### src/design/ohss_pkg.sv
// Package with the shared types and constants of the OBU header size scanner.
`timescale 1ns / 1ps
package ohss_pkg;

  localparam int SIZE_BITS    = 32;
  localparam int SHIFT_W      = 7;
  localparam int SHIFT_STEP   = 7;
  localparam int SHIFT_SAT    = 64;
  localparam int QUEUE_DEPTH  = 4;
  localparam int QPTR_W       = $clog2(QUEUE_DEPTH);
  localparam int QCNT_W       = $clog2(QUEUE_DEPTH + 1);
  localparam int REC_W        = 78;
  localparam int OUT_TDATA_W  = ((REC_W + 7) / 8) * 8;
  localparam int IN_TDATA_W   = 8;
  localparam logic [7:0] OBU_LIMIT_RESET = 8'd20;
  localparam logic [6:0] LEB_PAYLOAD_MASK = 7'h7f;

  typedef struct packed {
    logic        size_cut_short;
    logic        size_present;
    logic [31:0] payload_size;
    logic [31:0] header_offset;
    logic [3:0]  hdr_type;
    logic [7:0]  obu_index;
  } ohss_rec_t;

  typedef struct packed {
    logic full;
    logic empty;
  } ohss_q_stat_t;

endpackage

### src/design/ohss_parser.sv
// Front end: walks the byte stream as an OBU chain and forms one record per OBU.
`timescale 1ns / 1ps
module ohss_parser
  import ohss_pkg::*;
(
  input  logic       clk,
  input  logic       rst_n,
  input  logic       cfg_wr_en,
  input  logic [7:0] cfg_wr_data,
  input  logic       byte_fire,
  input  logic [7:0] data_byte,
  input  logic       last_byte,
  output logic       rec_push,
  output ohss_rec_t  rec
);

  typedef enum logic [3:0] {
    PH_HEADER = 4'b0001,
    PH_SIZE   = 4'b0010,
    PH_SKIP   = 4'b0100,
    PH_STOP   = 4'b1000
  } phase_t;

  phase_t                 phase_r, phase_nxt;
  logic [7:0]             obu_limit_r;
  logic [31:0]            byte_pos_r, byte_pos_nxt;
  logic [7:0]             obu_cnt_r, obu_cnt_nxt;
  logic [SIZE_BITS-1:0]   acc_r, acc_nxt;
  logic [SHIFT_W-1:0]     shift_r, shift_nxt;
  logic [31:0]            skip_r, skip_nxt;
  logic [3:0]             type_r, type_nxt;
  logic [31:0]            offset_r, offset_nxt;
  logic [SIZE_BITS+6:0]   chunk;
  logic [SIZE_BITS-1:0]   acc_new;
  logic [SIZE_BITS+31:0]  acc_ext;
  logic [31:0]            size_lo;
  logic [31:0]            skip_dec;
  logic                   more;

  always_comb begin
    more     = data_byte[7];
    chunk    = (SIZE_BITS + 7)'(data_byte[6:0] & LEB_PAYLOAD_MASK) << shift_r;
    acc_new  = acc_r;
    if (shift_r < SHIFT_W'(SIZE_BITS)) begin
      acc_new = acc_r | chunk[SIZE_BITS-1:0];
    end
    acc_ext  = {32'd0, acc_new};
    size_lo  = acc_ext[31:0];
    skip_dec = skip_r - 32'd1;

    phase_nxt    = phase_r;
    byte_pos_nxt = byte_pos_r;
    obu_cnt_nxt  = obu_cnt_r;
    acc_nxt      = acc_r;
    shift_nxt    = shift_r;
    skip_nxt     = skip_r;
    type_nxt     = type_r;
    offset_nxt   = offset_r;
    rec_push     = 1'b0;
    rec          = '0;
    rec.obu_index     = obu_cnt_r;
    rec.hdr_type      = type_r;
    rec.header_offset = offset_r;

    if (byte_fire) begin
      case (phase_r)
        PH_HEADER: begin
          if (!last_byte) begin
            if (obu_cnt_r >= obu_limit_r) begin
              phase_nxt = PH_STOP;
            end else begin
              type_nxt   = data_byte[6:3];
              offset_nxt = byte_pos_r;
              if (!data_byte[1]) begin
                rec_push          = 1'b1;
                rec.hdr_type      = data_byte[6:3];
                rec.header_offset = byte_pos_r;
                obu_cnt_nxt       = obu_cnt_r + 8'd1;
                phase_nxt         = PH_STOP;
              end else begin
                acc_nxt   = '0;
                shift_nxt = '0;
                phase_nxt = PH_SIZE;
              end
            end
          end
        end
        PH_SIZE: begin
          acc_nxt = acc_new;
          if (shift_r < SHIFT_W'(SHIFT_SAT)) begin
            shift_nxt = shift_r + SHIFT_W'(SHIFT_STEP);
          end
          if (!more || last_byte) begin
            rec_push           = 1'b1;
            rec.payload_size   = size_lo;
            rec.size_present   = 1'b1;
            rec.size_cut_short = more;
            obu_cnt_nxt        = obu_cnt_r + 8'd1;
            skip_nxt           = size_lo;
            phase_nxt          = (size_lo == 32'd0) ? PH_HEADER : PH_SKIP;
          end
        end
        PH_SKIP: begin
          skip_nxt = skip_dec;
          if (skip_dec == 32'd0) begin
            phase_nxt = PH_HEADER;
          end
        end
        default: begin
        end
      endcase

      byte_pos_nxt = byte_pos_r + 32'd1;
      if (last_byte) begin
        phase_nxt    = PH_HEADER;
        byte_pos_nxt = '0;
        obu_cnt_nxt  = '0;
        acc_nxt      = '0;
        shift_nxt    = '0;
        skip_nxt     = '0;
        type_nxt     = '0;
        offset_nxt   = '0;
      end
    end
  end

  always_ff @(posedge clk) begin
    if (!rst_n) begin
      phase_r     <= PH_HEADER;
      obu_limit_r <= OBU_LIMIT_RESET;
      byte_pos_r  <= '0;
      obu_cnt_r   <= '0;
      acc_r       <= '0;
      shift_r     <= '0;
      skip_r      <= '0;
      type_r      <= '0;
      offset_r    <= '0;
    end else begin
      phase_r    <= phase_nxt;
      byte_pos_r <= byte_pos_nxt;
      obu_cnt_r  <= obu_cnt_nxt;
      acc_r      <= acc_nxt;
      shift_r    <= shift_nxt;
      skip_r     <= skip_nxt;
      type_r     <= type_nxt;
      offset_r   <= offset_nxt;
      if (cfg_wr_en) begin
        obu_limit_r <= cfg_wr_data;
      end
    end
  end

endmodule

### src/design/ohss_queue.sv
// Short record queue between the parser and the output stage.
`timescale 1ns / 1ps
module ohss_queue
  import ohss_pkg::*;
(
  input  logic         clk,
  input  logic         rst_n,
  input  logic         push,
  input  ohss_rec_t    push_rec,
  input  logic         pop,
  output ohss_rec_t    head_rec,
  output ohss_q_stat_t stat
);

  ohss_rec_t          mem [QUEUE_DEPTH];
  logic [QPTR_W-1:0]  wr_ptr_r, rd_ptr_r;
  logic [QCNT_W-1:0]  cnt_r;
  logic               do_push, do_pop;

  assign stat.full  = (cnt_r == QCNT_W'(QUEUE_DEPTH));
  assign stat.empty = (cnt_r == '0);
  assign do_push    = push && !stat.full;
  assign do_pop     = pop && !stat.empty;
  assign head_rec   = mem[rd_ptr_r];

  always_ff @(posedge clk) begin
    if (do_push) begin
      mem[wr_ptr_r] <= push_rec;
    end
  end

  always_ff @(posedge clk) begin
    if (!rst_n) begin
      wr_ptr_r <= '0;
      rd_ptr_r <= '0;
      cnt_r    <= '0;
    end else begin
      if (do_push) begin
        wr_ptr_r <= wr_ptr_r + QPTR_W'(1);
      end
      if (do_pop) begin
        rd_ptr_r <= rd_ptr_r + QPTR_W'(1);
      end
      cnt_r <= cnt_r + QCNT_W'(do_push) - QCNT_W'(do_pop);
    end
  end

endmodule

### src/design/ohss_out.sv
// Back end: output register that drains the queue onto the result stream.
`timescale 1ns / 1ps
module ohss_out
  import ohss_pkg::*;
(
  input  logic                   clk,
  input  logic                   rst_n,
  input  ohss_q_stat_t           q_stat,
  input  ohss_rec_t              head_rec,
  output logic                   pop,
  output logic                   out_tvalid,
  input  logic                   out_tready,
  output logic [OUT_TDATA_W-1:0] out_tdata
);

  logic      valid_r;
  ohss_rec_t rec_r;

  assign pop        = !q_stat.empty && (!valid_r || out_tready);
  assign out_tvalid = valid_r;
  assign out_tdata  = {(OUT_TDATA_W - REC_W)'(0), rec_r};

  always_ff @(posedge clk) begin
    if (!rst_n) begin
      valid_r <= 1'b0;
    end else if (!valid_r || out_tready) begin
      valid_r <= !q_stat.empty;
    end
  end

  always_ff @(posedge clk) begin
    if (pop) begin
      rec_r <= head_rec;
    end
  end

endmodule

### src/design/obu_header_size_scanner_top.sv
// Top level of the OBU header size scanner.
`timescale 1ns / 1ps
// The scanner takes one payload byte per cycle and reports one word per OBU
// header it finds; the record formed at the byte that completes the OBU's size
// field (or its header, when there is none) goes through the record queue and
// output register. Input ready stays high unless the four-entry queue in front
// of the output register is full, which only happens while the result stream
// is stalled. The OBU limit may be written only while no payload is in flight.
module obu_header_size_scanner_top
  import ohss_pkg::*;
(
  input  logic                   clk,
  input  logic                   rst_n,
  input  logic                   cfg_wr_en,
  input  logic [7:0]             cfg_wr_data,   // obu_limit
  input  logic                   in_tvalid,
  output logic                   in_tready,
  input  logic [IN_TDATA_W-1:0]  in_tdata,      // [7:0] data_byte
  input  logic                   in_tlast,
  output logic                   out_tvalid,
  input  logic                   out_tready,
  // [7:0] obu_index, [11:8] hdr_type, [43:12] header_offset,
  // [75:44] payload_size, [76] size_present, [77] size_cut_short, [79:78] zero
  output logic [OUT_TDATA_W-1:0] out_tdata
);

  ohss_q_stat_t q_stat;
  ohss_rec_t    push_rec, head_rec;
  logic         push, pop, byte_fire;

  assign in_tready = !q_stat.full;
  assign byte_fire = in_tvalid && in_tready;

  ohss_parser u_parser (
    .clk         (clk),
    .rst_n       (rst_n),
    .cfg_wr_en   (cfg_wr_en),
    .cfg_wr_data (cfg_wr_data),
    .byte_fire   (byte_fire),
    .data_byte   (in_tdata[7:0]),
    .last_byte   (in_tlast),
    .rec_push    (push),
    .rec         (push_rec)
  );

  ohss_queue u_queue (
    .clk      (clk),
    .rst_n    (rst_n),
    .push     (push),
    .push_rec (push_rec),
    .pop      (pop),
    .head_rec (head_rec),
    .stat     (q_stat)
  );

  ohss_out u_out (
    .clk        (clk),
    .rst_n      (rst_n),
    .q_stat     (q_stat),
    .head_rec   (head_rec),
    .pop        (pop),
    .out_tvalid (out_tvalid),
    .out_tready (out_tready),
    .out_tdata  (out_tdata)
  );

endmodule

### config.mk
export PLATFORM = sky130hd
export DESIGN_NAME = obu_header_size_scanner_top
export DESIGN_NICKNAME = d
export VERILOG_FILES = /design/src/design/ohss_pkg.sv /design/src/design/ohss_parser.sv /design/src/design/ohss_queue.sv /design/src/design/ohss_out.sv /design/src/design/obu_header_size_scanner_top.sv
export SDC_FILE = /design/constraint.sdc
export NUM_CORES = 1
export LEC_CHECK = 0
export ABC_AREA = 0
export BUFFER_PORTS_ARGS = -buffer_cell sky130_fd_sc_hd__buf_2
export CORE_UTILIZATION = 59
export DETAILED_ROUTE_END_ITERATION = 10
export PLACE_DENSITY_LB_ADDON = 0.15
export SLEW_MARGIN = 10
export SYNTH_ARGS = -nofsm -noshare
export SYNTH_HDL_FRONTEND = slang
export SYNTH_SLANG_ARGS = --single-unit
### constraint.sdc
create_clock -name clk -period 9.1 [get_ports clk]
set_input_delay 0.455 -clock clk [delete_from_list [all_inputs] [get_ports clk]]
set_output_delay 0.455 -clock clk [all_outputs]
set_load 0.1 [all_outputs]
==> impl_metrics.toml, run 1 <==
[outcome]
status = "finished clean"

[logic_synthesis]
synthArstFlopShare_pct = 0
synth_area_per_cell_um2 = 14.0
synth_area_leader_cell = "edfxtp_1"
synth_seq_area_share_pct = 66.2
ys.flop_type = "edfxtp_1"
synth_cell_types = 73
synthTopCellsByArea = "edfxtp_1 (52%), dfxtp_1 (15%), mux4_2 (8.2%)"
ys_seq_elements = 557
netlist_instances = 1622
syn_area_um2 = 22700
synth_top_area_share_pct = 51.5
synth-edff-count = 390
yosysWarnings = 0

[setup_path]
reg2reg_setup_slack_ns = 4.99
cp.arrival_ns = 4.32
critPathTopFamily = "buffers and inverters"
crit_type = "reg2reg"
cp.depth = 11
r2r-start = "u_parser.obu_cnt_r[0]$_SDFFE_PN0P_"
startpoint_type = "flop"
crit_required_ns = 9.31
crit_chain = "inv_1 > ha_1 > nand2b_1 > a21o_1 > a21oi_1 > o2111a_1 > o2111ai_4 > buf_4 > nand2_1 > and2_4 > buf_4"
path_common_cell = "buf_4"
crit_path_end = "u_queue.mem[1][34]$_DFFE_PP_"
r2r-end = "u_queue.mem[1][34]$_DFFE_PP_"
r2r_cells = 11
cp_slowest_cell = "buf_4"
crit_buf_inv = 3
critPathMaxFanout = 66
end_kind = "flop"
crit_start = "u_parser.obu_cnt_r[0]$_SDFFE_PN0P_"
cpPeakStageDelay_ns = 0.89

[timing]
layout_setup_ws_ns = 4.99
fin_skew_ns = 0.0138
worst_pin_slew_ns = 1.17
slew_violations = 0
slew_headroom_pct = 22.0
max_freq_mhz = 243
rsz0062_at_grt = "false"
finalCritPeriodShare_pct = 45.2
finalCriticalPeriod_ns = 4.11
hold_viol_final = 0
hold_ws_ns = 0.0988
setup_violations = 0
fin_setup_tns_ns = 0

[min_path]
holdCritPathClass = "in2reg"

[power]
seqPwrFrac_pct = 41.4
p_total_mw = 7.56
combPwrFrac_pct = 30.6
p_int_mw = 4.68
p_sw_mw = 2.88
irDropWorstVdd_uv = 271
switching_share_pct = 38.1
p_leak_nw = 8.73
power_per_cell_area_nw_per_um2 = 298
p_clk_share_pct = 28.0

[finish]
final-instance-count-excl-fill = 2260
fillers = 2689
syn_to_final_growth_pct = 11.6
final_nets = 1746
ff_latch_area_um2 = 15100
multiInputGateArea_um2 = 7240
drive_above_1_share_pct = 19.7

[clocking]
path_clk_slew_ns = 0.06
clk_path_buf_depth = 3
post_cts.repair.setup_buffers = 0
cts-root-buf = "clkbuf_16"
htreeDepth = 2
cts_sinks = 557
cts_tree = "done"
cts_buffers = 53
postCtsHoldBufs = 0
insertion_delay_ns = 0.59
ctsResizeCount = 0

[floorplanning]
io_pins = 104
rows = 71
core_um2 = 37800
initial_utilization_pct = 60.2
die_h_um = 198
die_area_um2 = 39300
die_w_um = 198

[run]
cap_violations = 0

[place]
place_ws_ns = 4.96
dp.cells = 2160
hpwl_um = 30300
port_buffers = 101
gp_congestion = 0.928

[grt]
grt-ovfl-total = 0
grt_pass1_vias = 13400
grt_max_degree = 67
grt_first_pass_wirelength_um = 76200
grt_usage_pct = 25.7
antenna_found_initial = 1

[routing]
drtIter0Drc = 1198
routedWlPerCell_um = 21.7
route.final.wire_length_um = 49100
vias = 13800
vias_per_cell = 6.09
drcViolationCount = 0
dr.pass1.iters = 6
ant_nets = 0
-- worst min-delay path, cell delays in order --
cell	delay (ns)
buf_2	0.08
nand2_1	0.05
o211ai_1	0.07
-- layout make-up --
| type | instances | share of cell area (%) |
|---|---|---|
| well taps | 511 | 2.52 |
| multi-input cells | 942 | 28.5 |
| inverters | 30 | 0.444 |
| clock buffers | 71 | 5.61 |
| clock inverters | 28 | 0.932 |
| diodes | 1 | 0.00987 |
| flip-flops and latches | 557 | 59.4 |
| repair buffers | 120 | 2.56 |
-- worst min path at each step --
stage	slack, ns	start	cells after the start	endpoint
3_3_place_gp	0.45	u_parser.acc_r[2]$_SDFFE_PN0P_	2	u_parser.acc_r[2]$_SDFFE_PN0P_
5_1_grt	0.11	cfg_wr_data[2]	3	u_parser.obu_limit_r[2]$_SDFFE_PN1P_
4_1_cts	0.07	cfg_wr_data[2]	3	u_parser.obu_limit_r[2]$_SDFFE_PN1P_
3_5_place_dp	0.46	u_parser.acc_r[5]$_SDFFE_PN0P_	2	u_parser.acc_r[5]$_SDFFE_PN0P_
2_1_floorplan	0.44	u_parser.acc_r[1]$_SDFFE_PN0P_	2	u_parser.acc_r[1]$_SDFFE_PN0P_
6_report	0.1	cfg_wr_data[2]	3	u_parser.obu_limit_r[2]$_SDFFE_PN1P_
-- power groups by stage --
stage	Combinational, mW	Clock (mW)	Sequential, mW
6_report	2.32	2.12	3.13
5_1_grt	2.42	2.25	3.16
4_1_cts	2.34	2.16	3.14
3_5_place_dp	2.34	0	3.19
3_3_place_gp	2.33	0	3.18
2_1_floorplan	0.665	0	4.48
-- synthesized netlist by cell type (all sizes together), types with 23 or more instances --
library cell  number
edfxtp           390
nor2             200
dfxtp            167
mux4              83
nand2             77
a21oi             72
clkbuf            66
o21ai             58
a22o              46
mux2              42
nor3              39
xor2              33
inv               29
nand3             29
buf               28
nor4              23
-- per-layer routing --
| metal | track usage (%) | wire length [um] | vias up |
|---|---|---|---|
| met5 | 0 | 0 | - |
| met4 | 7.98 | 1330 | 0 |
| met3 | 4.36 | 3070 | 91 |
| met2 | 42.2 | 23900 | 507 |
| met1 | 35.1 | 20800 | 6832 |
| li1 | - | - | 6340 |
-- logic make-up after synthesis --
logic type / after synthesis / synth area share (%)
DFF: 557 / 66.2
and+or+nand+nor: 467 / 9.85
AOI/OAI and AO/OA: 267 / 7.84
muxes: 135 / 10.7
buffers and inverters: 124 / 2.22
xor gates and xnor gates: 51 / 1.97
adders and majority gates: 20 / 1.13
other: 1 / 0.0165
-- placed cells by master (no fill, tap or decap), drive strengths merged, types with 7 or more instances in the layout --
| cell | Yosys | layout |
|---|---|---|
| dfxtp | 167 | 167 |
| or3 | 7 | 7 |
| xor2 | 33 | 33 |
| nand2 | 77 | 77 |
| nor4 | 23 | 23 |
| edfxtp | 390 | 390 |
| nand3 | 29 | 29 |
| a22o | 46 | 46 |
| a22oi | 12 | 12 |
| xnor2 | 18 | 18 |
| nor2 | 200 | 200 |
| mux2i | 10 | 10 |
| inv | 29 | 31 |
| mux4 | 83 | 83 |
| a31oi | 17 | 17 |
| nand2b | 7 | 7 |
| nand4 | 18 | 18 |
| o21ai | 58 | 58 |
| and2 | 19 | 19 |
| a32oi | 8 | 8 |
| clkbuf | 66 | 71 |
| o211ai | 9 | 9 |
| o31ai | 7 | 7 |
| ha | 19 | 19 |
| buf | 28 | 120 |
| mux2 | 42 | 42 |
| and3 | 10 | 10 |
| a21oi | 72 | 72 |
| nor3 | 39 | 39 |
| clkinv | 1 | 20 |
-- sequential cells by signal, summed over array words and instances (netlist names), 7 cells and up --
register / count
u_parser.shift_r: 7
u_queue.mem: 312
u_parser.byte_pos_r: 32
u_parser.skip_r: 32
u_parser.obu_cnt_r: 8
u_out.out_tdata: 78
u_parser.offset_r: 32
u_parser.acc_r: 32
u_parser.obu_limit_r: 8
-- through the flow --
step	util (%)	area (um2)
after floorplan	-	22700
after global placement	62.8	23700
after detailed placement	62.8	23700
after CTS	67.2	25400
after global routing	67.2	25400
final	67.2	25400
(Power assumes the default switching activity.)
==> run 2: changes to the inputs <==
Settings changed: ABC_AREA 0 to 1.
Clock period 9.1 ns to 4.2 ns, I/O delays scaled along.
==> run 2 against run 1 <==
Net effect: largest cell class unchanged; highest routed layer unchanged; wire length rose by 13%; clock power rose by 130%; critical path depth unchanged.
==> impl_metrics.toml, run 2 <==
[place]
port_buffers = 101
hpwl_um = 35800
gp_congestion = 0.919
dpl-instance-area_um2 = 24700
place_ws_ns = 0.903

[timing]
finalCritPeriodShare_pct = 77.8
fin_setup_tns_ns = 0
setup_violations = 0
fin_skew_ns = 0.0243
slew_violations = 0
hold_viol_final = 0
finalCriticalPeriod_ns = 3.27
worst_pin_slew_ns = 1.21
rsz0062_at_grt = "false"
slew_headroom_pct = 19.2
layout_setup_ws_ns = 0.931
max_freq_mhz = 306

[power]
power_per_cell_area_nw_per_um2 = 724
p_leak_nw = 9.51
irDropWorstVdd_uv = 552

[floorplanning]
initial_utilization_pct = 59.8
die_h_um = 203
die_w_um = 203
io_pins = 104
rows = 73
core_um2 = 39700
die_area_um2 = 41000

[logic_synthesis]
ys.flop_type = "edfxtp_1"
synth_area_leader_cell = "edfxtp_1"
synth_area_per_cell_um2 = 9.84
synthArstFlopShare_pct = 0
synth_seq_area_share_pct = 63.4
syn_area_um2 = 23700
synth_cell_types = 46
synth-edff-count = 390
synthTopCellsByArea = "edfxtp_1 (49%), dfxtp_1 (14%), nand2_1 (6.5%)"
synth_top_area_share_pct = 49.3
netlist_top_cells_count = "nand2_1 (409), edfxtp_1 (390), nor2_1 (386), o21ai_0 (228), inv_1 (171)"
ys_seq_elements = 557
synth.most_common_cell = "nand2_1"
netlist_instances = 2413
yosysWarnings = 0

[finish]
final_cell_mix = "nand2_1 (408), edfxtp_1 (390), nor2_1 (382)"
fillers = 3113
stdcell_area_um2 = 26700
final_nets = 2543
drive_above_1_share_pct = 11.2
layout.cells.most_common = "nand2_1"
regMostFlops = "u_queue.mem"
largest_reg_flops = 312
antenna_cells = 0
syn_to_final_growth_pct = 12.5

[routing]
drtIter0Drc = 1497
ant_nets = 0
drcViolationCount = 0
dr.pass1.iters = 5
route.final.wire_length_um = 55400
vias = 17500
routedWlPerCell_um = 18.0
vias_per_cell = 5.70

[clocking]
ctsResizeCount = 0
cts_tree = "done"
path_clk_slew_ns = 0.06
cts-root-buf = "clkbuf_16"
htreeDepth = 2
post_cts.repair.setup_buffers = 0
clk_path_buf_depth = 3
insertion_delay_ns = 0.62
postCtsHoldBufs = 18
cts_buffers = 55
cts_sinks = 557

[min_path]
holdCritPathClass = "in2reg"

[grt]
grt_pass1_vias = 16700
antenna_found_initial = 0
grt_first_pass_wirelength_um = 88000
grt-ovfl-total = 0
grt_max_degree = 129
grt_usage_pct = 27.2

[setup_path]
r2r_cells = 11
reg2reg_setup_slack_ns = 0.93
end_kind = "flop"
crit_path_end = "u_queue.mem[1][3]$_DFFE_PP_"
startpoint_type = "flop"
r2r-end = "u_queue.mem[1][3]$_DFFE_PP_"
cp.arrival_ns = 3.51
critPathMaxFanout = 28
crit_required_ns = 4.45
r2r-start = "u_parser.obu_cnt_r[3]$_SDFFE_PN0P_"
crit_start = "u_parser.obu_cnt_r[3]$_SDFFE_PN0P_"
crit_type = "reg2reg"

[run]
cap_violations = 0

[outcome]
status = "finished clean"
run 2: routing by layer:
metal | wire [um] | global-route usage, % | vias to the layer above
met1 | 24700 | 38.1 | 8431
li1 | - | - | 8471
met5 | 0 | 0 | -
met2 | 26100 | 44.3 | 521
met4 | 1150 | 7.38 | 0
met3 | 3430 | 4.37 | 75
run 2: worst max-delay path, cell delays in order (launching register included):
cell	delay, ns
dfxtp_1	0.52
ha_1	0.31
a21oi_1	0.12
o21ai_0	0.09
a21oi_1	0.20
nand2_1	0.16
nor2_1	0.19
nand2_2	0.07
nand2_1	0.20
inv_1	0.25
nor2_4	0.32
buf_4	0.45
run 2: worst min-delay path by stage:
stage / from / to / slack, ns / cells past startpoint
2_1_floorplan: cfg_wr_en / u_parser.obu_limit_r[2]$_SDFFE_PN1P_ / 0.32 / 1
3_3_place_gp: cfg_wr_data[0] / u_parser.obu_limit_r[0]$_SDFFE_PN0P_ / 0.44 / 3
3_5_place_dp: cfg_wr_data[2] / u_parser.obu_limit_r[2]$_SDFFE_PN1P_ / 0.43 / 3
4_1_cts: rst_n / u_queue.cnt_r[0]$_SDFF_PN0_ / 0.04 / 3
5_1_grt: rst_n / u_queue.cnt_r[0]$_SDFF_PN0_ / 0.06 / 3
6_report: rst_n / u_queue.cnt_r[0]$_SDFF_PN0_ / 0.06 / 3
run 2: area by class of cell:
cell class	count	area, um2	area share (%)
multi-input combinational	1559	7550	28.3
inverter	181	682	2.55
sequential	557	15100	56.4
clock buffer	66	1430	5.35
tap	525	657	2.46
clock inverter	36	352	1.32
timing repair buffer	147	971	3.64
run 2: stage by stage:
stage / cells / power [mW] / utilization [%] / hold WS, ns
detailed placement: 2951 / 14.5 / 62.3 / 0.426
global route: 3071 / 20.2 / 67.2 / 0.0645
floorplan: 2414 / 13.0 / - / 0.321
global placement: 2951 / 14.4 / 62.3 / 0.435
finish: 3071 / 19.3 / 67.2 / 0.0554
CTS: 3071 / 19.4 / 67.2 / 0.0389
run 2: cells by family (layout without fill, tap and decap cells):
logic type	Yosys count	after routing	synth area share [%]
AND/OR/NAND/NOR	1010	1010	18.1
flip-flops	557	557	63.4
AO/OA/AOI/OAI	508	508	11.6
buffers and inverters	298	430	4.99
adder cells (fa/ha/maj)	20	20	1.09
XOR/XNOR	11	11	0.406
multiplexers	8	8	0.379
other	1	2	0.0158
run 2: power breakdown:
part | leakage [nW] | internal [mW] | switching, mW
sequential | 4.78 | 6.72 | 0.283
clock | 0.859 | 2.80 | 2.08
combinational | 3.87 | 1.38 | 6.07
==> run 3: changes to the inputs <==
Settings changed: ABC_AREA 1 to 0.
Clock period 4.2 ns to 3.35 ns, I/O delays scaled along.
==> run 3 against run 2 <==
Net effect: non-clock buffer count is 37 higher; sequential share of layout area is 1.0 points higher; clock power is 29% higher; design area is 1.8% lower; worst setup slack worse by 0.62 ns; utilization is 2.3 points higher; combinational power is 14% lower; via count is 20% lower; clock skew is 0.0016 ns higher; largest cell class unchanged.
==> impl_metrics.toml, run 3 (same netlist as run 1, synthesis figures left out) <==
[outcome]
status = "finished clean"

[finish]
largest_reg_flops = 312
drive_above_1_share_pct = 22.1
antenna_cells = 0
final_nets = 1810
final_cell_mix = "edfxtp_1 (390), nor2_1 (198), dfxtp_1 (164)"
layout.cells.most_common = "edfxtp_1"
stdcell_area_um2 = 26200
regMostFlops = "u_queue.mem"
syn_to_final_growth_pct = 15.4

[setup_path]
startpoint_type = "flop"
crit_type = "reg2reg"
crit_required_ns = 3.80
r2r_cells = 8
critPathMaxFanout = 11
end_kind = "flop"
cp.arrival_ns = 3.49

[routing]
dr.pass1.iters = 5
drcViolationCount = 0
routedWlPerCell_um = 21.6
drtIter0Drc = 1257
vias = 14000
vias_per_cell = 6.01
route.final.wire_length_um = 50200
ant_nets = 0

[floorplanning]
die_h_um = 198
rows = 71
die_w_um = 198
io_pins = 104
core_um2 = 37800
die_area_um2 = 39300
initial_utilization_pct = 60.2

[power]
switching_share_pct = 37.5
p_sw_mw = 7.99
p_int_mw = 13.3
combPwrFrac_pct = 30.2
p_leak_nw = 9.15
power_per_cell_area_nw_per_um2 = 811
seqPwrFrac_pct = 40.2
irDropWorstVdd_uv = 675
p_clk_share_pct = 29.6

[timing]
fin_setup_tns_ns = 0
setup_violations = 0
slew_headroom_pct = 26.9
fin_skew_ns = 0.0259
hold_viol_final = 0
slew_violations = 0
max_freq_mhz = 329
rsz0062_at_grt = "false"
finalCriticalPeriod_ns = 3.04
finalCritPeriodShare_pct = 90.8
worst_pin_slew_ns = 1.09

[place]
hpwl_um = 31400
gp_congestion = 0.925
port_buffers = 101
dpl-instance-area_um2 = 24100

[grt]
grt_first_pass_wirelength_um = 78800
grt_pass1_vias = 13900
grt_max_degree = 57
antenna_found_initial = 0
grt-ovfl-total = 0
grt_usage_pct = 26.4

[clocking]
clk_path_buf_depth = 3
path_clk_slew_ns = 0.07
htreeDepth = 2
cts_tree = "done"
cts-root-buf = "clkbuf_16"
ctsResizeCount = 0
insertion_delay_ns = 0.59
cts_sinks = 557
cts_buffers = 53

[min_path]
min_path_cells = 4
holdCritPathClass = "in2reg"

[run]
cap_violations = 0
## run 3: cell count changes in the layout (fill, tap and decap cells not counted), moves of 83 or more
| cell | before | now |
|---|---|---|
| nand3_1 | 112 | 29 |
| inv_1 | 169 | 28 |
| nor2_1 | 382 | 198 |
| nand2_1 | 408 | 77 |
| o21ai_0 | 228 | 49 |
| mux4_2 | 0 | 83 |
## run 3: cell type report
cell class / count / area (um2)
fill: 2589 / 11500
clock inverter: 37 / 443
clock buffer: 63 / 1420
timing repair buffer: 184 / 1310
multi-input combinational: 942 / 7240
sequential: 557 / 15100
inverter: 30 / 113
tap: 511 / 639
## run 3: critical path: stages, from the launching register on
cell and delay [ns]:
dfxtp_1 0.60, mux2i_1 0.23, o21ai_0 0.22, a21oi_1 0.50
nand3_1 0.12, or4b_4 0.53, a2111oi_2 0.26, and4_1 0.33
o32ai_1 0.11
## run 3: metal layers
layer  track usage [%]  part of all wire [%]  vias up
met4              7.29                   1.9        0
li1                  -                     -     6477
met5                 0                     0        -
met3              3.42                   5.2       71
met2              44.1                    49      424
met1              36.6                    43     7004
## run 3: worst paths after layout
kind | from | slack [ns] | to
max | u_parser.shift_r[1]$_SDFFE_PN0P_ | 0.31 | u_parser.phase_r[2]$_SDFFE_PN0P_
min reg2reg | u_parser.acc_r[5]$_SDFFE_PN0P_ | 0.46 | u_parser.acc_r[5]$_SDFFE_PN0P_
max reg2reg | u_parser.shift_r[1]$_SDFFE_PN0P_ | 0.31 | u_parser.phase_r[2]$_SDFFE_PN0P_
min | in_tdata[1] | 0.04 | u_parser.phase_r[3]$_SDFFE_PN0P_
## run 3: metrics by stage
stage	hold WS (ns)	setup WS (ns)	power, mW	std cells	util [%]
3_3_place_gp	0.389	0.390	15.1	2200	63.9
2_1_floorplan	0.293	0.0469	13.9	1623	-
4_1_cts	0.00333	0.323	21.4	2324	69.5
6_report	0.0395	0.309	21.3	2324	69.5
3_5_place_dp	0.400	0.334	15.1	2200	63.9
5_1_grt	0.0571	0.141	21.9	2324	69.5
## run 3: what timing repair did
item | CTS | global route
hold endpoints to repair | 18 | 0
hold buffers | 24 | 0
setup buffers | 0 | 0
## run 3: power by group through the flow
| stage | Combinational, mW | Sequential [mW] | Clock, mW |
|---|---|---|---|
| after floorplan | 1.82 | 12.1 | 0 |
| after CTS | 6.47 | 8.58 | 6.39 |
| after global routing | 6.68 | 8.65 | 6.62 |
| after global placement | 6.39 | 8.70 | 0 |
| final | 6.42 | 8.56 | 6.29 |
| after detailed placement | 6.42 | 8.72 | 0 |
